**config.mk**
```make
export PLATFORM = sky130hd
export DESIGN_NAME = tcw_cursor
export DESIGN_NICKNAME = d
export VERILOG_FILES = /design/src/tcw_pkg.sv /design/src/tcw_cursor.sv
export SDC_FILE = /design/constraint.sdc
export NUM_CORES = 1
export LEC_CHECK = 0
export ABC_AREA = 1
export BUFFER_PORTS_ARGS = -buffer_cell sky130_fd_sc_hd__buf_4
export CAP_MARGIN = 20
export CORE_MARGIN = 3
export CORE_UTILIZATION = 30
export CTS_CLUSTER_SIZE = 25
export DETAILED_ROUTE_END_ITERATION = 12
export HOLD_SLACK_MARGIN = 0.02
export PLACE_DENSITY_LB_ADDON = 0.2
export SYNTH_ARGS = -nofsm -noshare
export SYNTH_HDL_FRONTEND = slang
export SYNTH_SLANG_ARGS = --single-unit
```
**constraint.sdc**
```tcl
create_clock -name i_clk -period 3.7 [get_ports i_clk]
set_input_delay 0.37 -clock i_clk [delete_from_list [all_inputs] [get_ports i_clk]]
set_output_delay 0.37 -clock i_clk [all_outputs]
set_load 0.02 [all_outputs]
```
**src/tcw_pkg.sv**
```systemverilog
// ----------------------------------------------------------------------------
// tcw_pkg: shared definitions for the text console writer
// Screen geometry, derived widths, character codes, command kinds and the
// structs that pass between the cursor unit and the top level.
// ----------------------------------------------------------------------------
package tcw_pkg;

    localparam int COLUMNS    = 80;
    localparam int ROWS       = 25;
    localparam int CELL_COUNT = ROWS * COLUMNS;

    localparam int OFF_W = $clog2(CELL_COUNT);
    localparam int ROW_W = $clog2(ROWS);
    localparam int COL_W = $clog2(COLUMNS);

    localparam int KIND_W  = 2;
    localparam int CHAR_W  = 8;
    localparam int ATTR_W  = 8;
    localparam int ADDR_W  = 11;
    localparam int CURS_W  = 11;

    localparam logic [ATTR_W-1:0] RESET_ATTR     = 8'h0A;
    localparam logic [CHAR_W-1:0] BLANK_CHAR     = 8'h20;
    localparam logic [CHAR_W-1:0] CODE_NEWLINE   = 8'h0A;
    localparam logic [CHAR_W-1:0] CODE_TAB       = 8'h09;
    localparam logic [CHAR_W-1:0] CODE_BACKSPACE = 8'h08;

    localparam logic [KIND_W-1:0] KIND_PUT   = 2'd0;
    localparam logic [KIND_W-1:0] KIND_CLEAR = 2'd1;
    localparam logic [KIND_W-1:0] KIND_READ  = 2'd2;

    typedef logic [OFF_W-1:0]         t_offset;
    typedef logic [ATTR_W+CHAR_W-1:0] t_cell;

    // Command from the sequencer to the cursor unit.
    typedef struct packed {
        logic              put;
        logic              home;
        logic [CHAR_W-1:0] code;
    } t_cur_cmd;

    // What a put of the presented character does to the screen store.
    typedef struct packed {
        logic    wr_en;
        logic    wr_blank;
        t_offset wr_addr;
        logic    scroll;
    } t_put_eff;

endpackage

```
**src/tcw_cursor.sv**
```systemverilog
// ----------------------------------------------------------------------------
// tcw_cursor: cursor position and put-character decode
// Holds row, column and linear offset, and works out the cell write and the
// scroll request for the character on its command input.
// ----------------------------------------------------------------------------
module tcw_cursor (
    input  logic               i_clk,
    input  logic               i_rst_n,
    input  tcw_pkg::t_cur_cmd  i_cmd,
    output tcw_pkg::t_put_eff  o_eff,
    output tcw_pkg::t_offset   o_offset
);
    import tcw_pkg::*;

    logic [ROW_W-1:0] r_row, n_row;
    logic [COL_W-1:0] r_col, n_col;
    t_offset          r_offset, n_offset;

    logic [ROW_W:0]   row_x;
    logic [COL_W:0]   col_x;
    logic [COL_W:0]   tab_x;
    logic [COL_W:0]   inc_x;
    logic             is_bs;
    logic             is_plain;
    logic             scroll;

    always_comb begin
        row_x    = {1'b0, r_row};
        col_x    = {1'b0, r_col};
        tab_x    = (col_x + (COL_W+1)'(4)) & ~(COL_W+1)'(3);
        inc_x    = col_x + (COL_W+1)'(1);
        is_bs    = 1'b0;
        is_plain = 1'b0;

        priority if (i_cmd.code == CODE_NEWLINE) begin
            col_x = '0;
            row_x = row_x + (ROW_W+1)'(1);
        end else if (i_cmd.code == CODE_TAB) begin
            if (tab_x >= (COL_W+1)'(COLUMNS)) begin
                col_x = '0;
                row_x = row_x + (ROW_W+1)'(1);
            end else begin
                col_x = tab_x;
            end
        end else if (i_cmd.code == CODE_BACKSPACE) begin
            is_bs = 1'b1;
            if (r_col == '0) begin
                if (r_row != '0) begin
                    row_x = row_x - (ROW_W+1)'(1);
                    col_x = (COL_W+1)'(COLUMNS - 1);
                end
            end else begin
                col_x = col_x - (COL_W+1)'(1);
            end
        end else begin
            is_plain = 1'b1;
            if (inc_x >= (COL_W+1)'(COLUMNS)) begin
                col_x = '0;
                row_x = row_x + (ROW_W+1)'(1);
            end else begin
                col_x = inc_x;
            end
        end

        // Passing the bottom row keeps the cursor on the last row.
        scroll = (row_x >= (ROW_W+1)'(ROWS));
        if (scroll) begin
            row_x = (ROW_W+1)'(ROWS - 1);
        end

        n_row    = row_x[ROW_W-1:0];
        n_col    = col_x[COL_W-1:0];
        n_offset = OFF_W'(n_row) * OFF_W'(COLUMNS) + OFF_W'(n_col);

        // A backspace blanks the cell it lands on; a plain byte fills the
        // cell under the old cursor.
        o_eff.wr_en    = is_bs || is_plain;
        o_eff.wr_blank = is_bs;
        o_eff.wr_addr  = is_bs ? n_offset : r_offset;
        o_eff.scroll   = scroll;
    end

    always_ff @(posedge i_clk) begin
        if (!i_rst_n) begin
            r_row    <= '0;
            r_col    <= '0;
            r_offset <= '0;
        end else if (i_cmd.home) begin
            r_row    <= '0;
            r_col    <= '0;
            r_offset <= '0;
        end else if (i_cmd.put) begin
            r_row    <= n_row;
            r_col    <= n_col;
            r_offset <= n_offset;
        end
    end

    assign o_offset = r_offset;

endmodule

```
* After elaboration in Yosys (flattened, before gate mapping)
Cells that the tools add are included.
** Word-level totals
- Output and inout port bits :: 25
- Input port bits :: 12
- Flip-flop bits (word level) :: 23
- Logic and storage cells :: 43
** Cells by class
- Equality and inequality tests :: 3
- Bitwise operators :: 1
- Reductions and logical operators :: 4
- $add $sub $neg :: 6
- Magnitude comparators :: 3
- Muxes and demuxes :: 22
- $mul :: 1
** Operators by type and width (count)
- $mux 7 :: 7
- $mux 6 :: 7
- $eq 8x4->1 const B :: 3
- $ge 8x7->1 const B :: 2
- $add 11x7->11 :: 1
- $mux 11 :: 1
- $add 7x1->8 const B :: 1
- $add 7x3->8 const B :: 1
- $logic_not 7->1 :: 1
- $mul 5x3->7 const B :: 1
- $sub 7x1->7 const B :: 1
- $add 5x1->6 const B :: 1
- $ge 6x5->1 const B :: 1
- $mux 1 :: 6
- $sub 5x1->6 const B :: 1
- $mux 5 :: 1
- $reduce_bool 5->1 :: 1
- $reduce_or 2->1 :: 1
- $logic_or 1x1->1 :: 1
- $not 1->1 :: 1

* Logic depth before layout (Yosys ltp)
- Depth after elaboration :: 11
- Depth in mapped cells :: 30
- Depth with buffers taken out :: 29

* Worst setup path before layout
OpenSTA, ideal clock, no wires.
- Kind :: register -> output
- Start point :: register r_col[0]
- End point :: output o_eff[11] in the netlist's numbering
- Data arrival time :: 3801 ps
- Stages on the path, launching flop included :: 23
- Slack :: -471 ps
- Data required time :: 3330 ps
- Path through :: dfxtp_1 buf_2 inv_1 ha_1 nand2_1 nor2_4 nand2_4 nor2_4 inv_2 a21oi_4 nand4_1 o21ai_1 inv_1 nand3_1 inv_1 ha_1 ha_1 fa_1 xnor2_1 nand3b_1 xor2_1 nand2_1 a31oi_1
** RTL lines
- start: declaration :: line tcw_cursor.sv:16 : logic [COL_W-1:0] r_col, n_col;
- start signal: assignment :: line tcw_cursor.sv:94 : r_col <= n_col;
- end: declaration :: line tcw_cursor.sv:10 : output tcw_pkg::t_put_eff o_eff,

==> flow_summary.toml <==
[yosys]
synthAdderAreaFrac = 0.09494
synth-simple-area-share = 0.3693
ys_seq_area_frac = 0.1586
synth_area_per_cell_um2 = 6.448
syn_area_um2 = 2399
ys_top_cells_by_area = "dfxtp_1, nand2_1, inv_1"
yosys_warnings = 0
synth-xor-area-share = 0.05477
ys_types = 41
ys_seq_elements = 19
syn_inst = 372
synth_mux_area_frac = 0
synth-compound-area-share = 0.1909
synth_top_cell_by_area = "dfxtp_1"
syn_nets = 401
synth_top_family_by_area = "simple AND/OR/NAND/NOR gates"
yosys.area.top_type_share = 0.1586

[timing]
slew_headroom = 0.4682
slew_violations = 0
fmax_mhz = 238.4
setup_viol = 5
final_hold_viol_count = 0
max_slew.worst_pin.slew_ns = 0.7947
fin_ws_ns = -0.4945
min_period_ns = 4.194
min_period_over_period = 1.134
tns_ns = -1.799
fin_skew_ns = 0.01055
grt_setup_unrepaired = "true"

[cts]
cts_hold_buf = 0
clk_latency_ns = 0.27
cts_buffers = 3
htree_levels = 1
clock-root-buffer = "clkbuf_8"
path_clk_slew_ns = 0.10
cts_max_path_buffers = 2
clock_sinks = 19
cts_tree = "built"

[setup_path]
path_class = "flip-flop to output pin"
cp.arrival_ns = 3.82
start_kind = "flip-flop"
path_max_fanout = 6
required_ns = 3.33
r2r.worst_path.cells = 29
endpoint_kind = "output pin"

[placement]
pre_cts_ws_ns = -0.3207
gp_congestion = 0.9273
portBuffers = 36
hpwl_um = 6376

[grt]
grt_use_total = 0.1872
grt_max_degree = 21
antenna_found_initial = 0
grt_pass1_wl_um = 13510
grt_overflow = 0
grt_pass1_vias = 2915

[cells_and_area]
diodes = 0
regArea_um2 = 399.1
nets = 545
fillCellCount = 742
finish.utilization = 0.5370
area_growth_pct = 67.61
multi_input_area_um2 = 2014
drive_gt1_frac = 0.5010

[floorplanning]
fp.dieW_um = 95.42
die_h_um = 95.42
core_um2 = 7486
dieArea_um2 = 9104
row_count = 31
io_pins = 37
initial_utilization = 0.3204

[power_and_ir_drop]
ir_drop_uv = 156.0
p_leak_nw = 2.026
power_density_nw_per_um2 = 166.2

[route]
drt-wirelength-per-cell_um = 13.50
wirelength_um = 8287
drcViolationCount = 0
drt_iter0_drc = 118
dr.pass1.iters = 4
vias = 2923
ant_nets = 0
viasPerCell = 4.761

[min_path]
hold_path.class = "input port to flip-flop"
holdPathStages = 2

[flow_run]
cap_viol_max_count = 0

[status]
status = "finished, violations left"
violations = "setup timing"
kinds of logic after synthesis:
logic type,after synthesis
buffers and inverters,76
AO/OA/AOI/OAI,74
AND/OR/NAND/NOR,171
adder cells (fa/ha/maj),17
XOR/XNOR,15
flip-flops,19
area by class of cell:
type / count / share of cell area
Clock buffer: 3 / 0.01027
Clock inverter: 1 / 0.001867
Inverter: 62 / 0.06194
Multi-Input combinational cell: 277 / 0.5011
Sequential cell: 19 / 0.09928
Tap cell: 99 / 0.03081
Timing Repair Buffer: 153 / 0.2947
timing repair:
| item | CTS | global route |
|---|---|---|
| gates resized for setup | 41 | 18 |
| pin swaps | 14 | 15 |
| setup buffers | 15 | 10 |
| endpoints found under the setup margin | 5 | 8 |
synth_stat cells (all sizes together):
cell / number
fa: 2
xnor2: 3
o22ai: 1
o31ai: 1
nand3b: 1
o311ai: 1
a31oi: 4
dfxtp: 19
o21bai: 1
a21boi: 1
nand4: 5
ha: 15
nor3: 3
clkbuf: 5
a21o: 1
nand3: 41
buf: 9
clkinv: 2
o21ai: 28
nand2: 92
and2: 1
inv: 60
nor2: 28
o211ai: 8
a211oi: 4
xor2: 12
a21oi: 24
final timing paths:
kind | slack (ns) | endpoint | from
max | -0.49 | o_eff[11] | r_col[2]$_SDFFE_PP0P_
min | 0.46 | r_col[0]$_SDFFE_PP0P_ | i_cmd[9]
max reg2reg | 0.15 | o_offset[10]$_SDFFE_PP0P_ | r_col[2]$_SDFFE_PP0P_
min reg2reg | 0.49 | o_offset[4]$_SDFFE_PP0P_ | o_offset[4]$_SDFFE_PP0P_
critical path: stages (launching register included):
cell and delay, ns:
dfxtp_4 0.38, inv_4 0.07, ha_4 0.14, nand2_4 0.06
nor2_4 0.10, nand2_4 0.08, nor2_4 0.17, inv_2 0.07
a21oi_4 0.17, nand2_4 0.08, nand2_2 0.05, nand2_1 0.05
nand2_2 0.08, nand2_2 0.05, clkinv_2 0.05, nand2_4 0.06
nand2_8 0.09, nand3_4 0.08, inv_4 0.08, ha_4 0.19
ha_4 0.16, fa_2 0.34, xnor2_2 0.14, nand3b_1 0.17
xor2_1 0.18, nand2_1 0.14, a31oi_4 0.16, buf_6 0.14
report_power, final:
part / leakage, nW / internal (mW) / total [mW] / switching, mW
Combinational: 1.84 / 0.137 / 0.281 / 0.144
Clock: 0.0217 / 0.0764 / 0.168 / 0.0921
Sequential: 0.159 / 0.210 / 0.218 / 0.00780
per-layer routing:
metal,up-vias,GRT usage,share of wire
met3,4,0.01815,0.049
li1,1496,-,-
met2,58,0.3446,0.49
met4,0,0.03318,0.0066
met5,-,0,0
met1,1365,0.2377,0.45
through the flow:
stage	total power, mW	hold WS (ns)	std cells	cell area [um2]
detailed placement	0.4654	0.4780	585	3530
global route	0.7072	0.4710	614	4020
CTS	0.6581	0.4517	604	3857
global placement	0.4649	0.4662	585	3530
finish	0.6680	0.4615	614	4020
floorplan	0.3616	0.5392	372	2517
sequential cells by signal, summed over array words and instances, names as in the netlist:
name and flops:
r_row 5, o_offset 7, r_col 7
placed cells by master, fill, tap and decap left out, types with 5 or more instances in the layout:
cell type  instances
inv_2              8
nand2_4            8
buf_4            148
xor2_1             7
nand2_2           17
nand2_1           66
nand3_1           25
o21ai_0           23
inv_4              6
inv_1             46
dfxtp_1           12
ha_4               7
nor2_1            19
nor2_4             5
nand3_4            6
o211ai_1           8
nand3_2           10
ha_1               6
a21oi_1           19
nand4_1            5
xor2_2             5
Power figures use the tool's default switching activity.
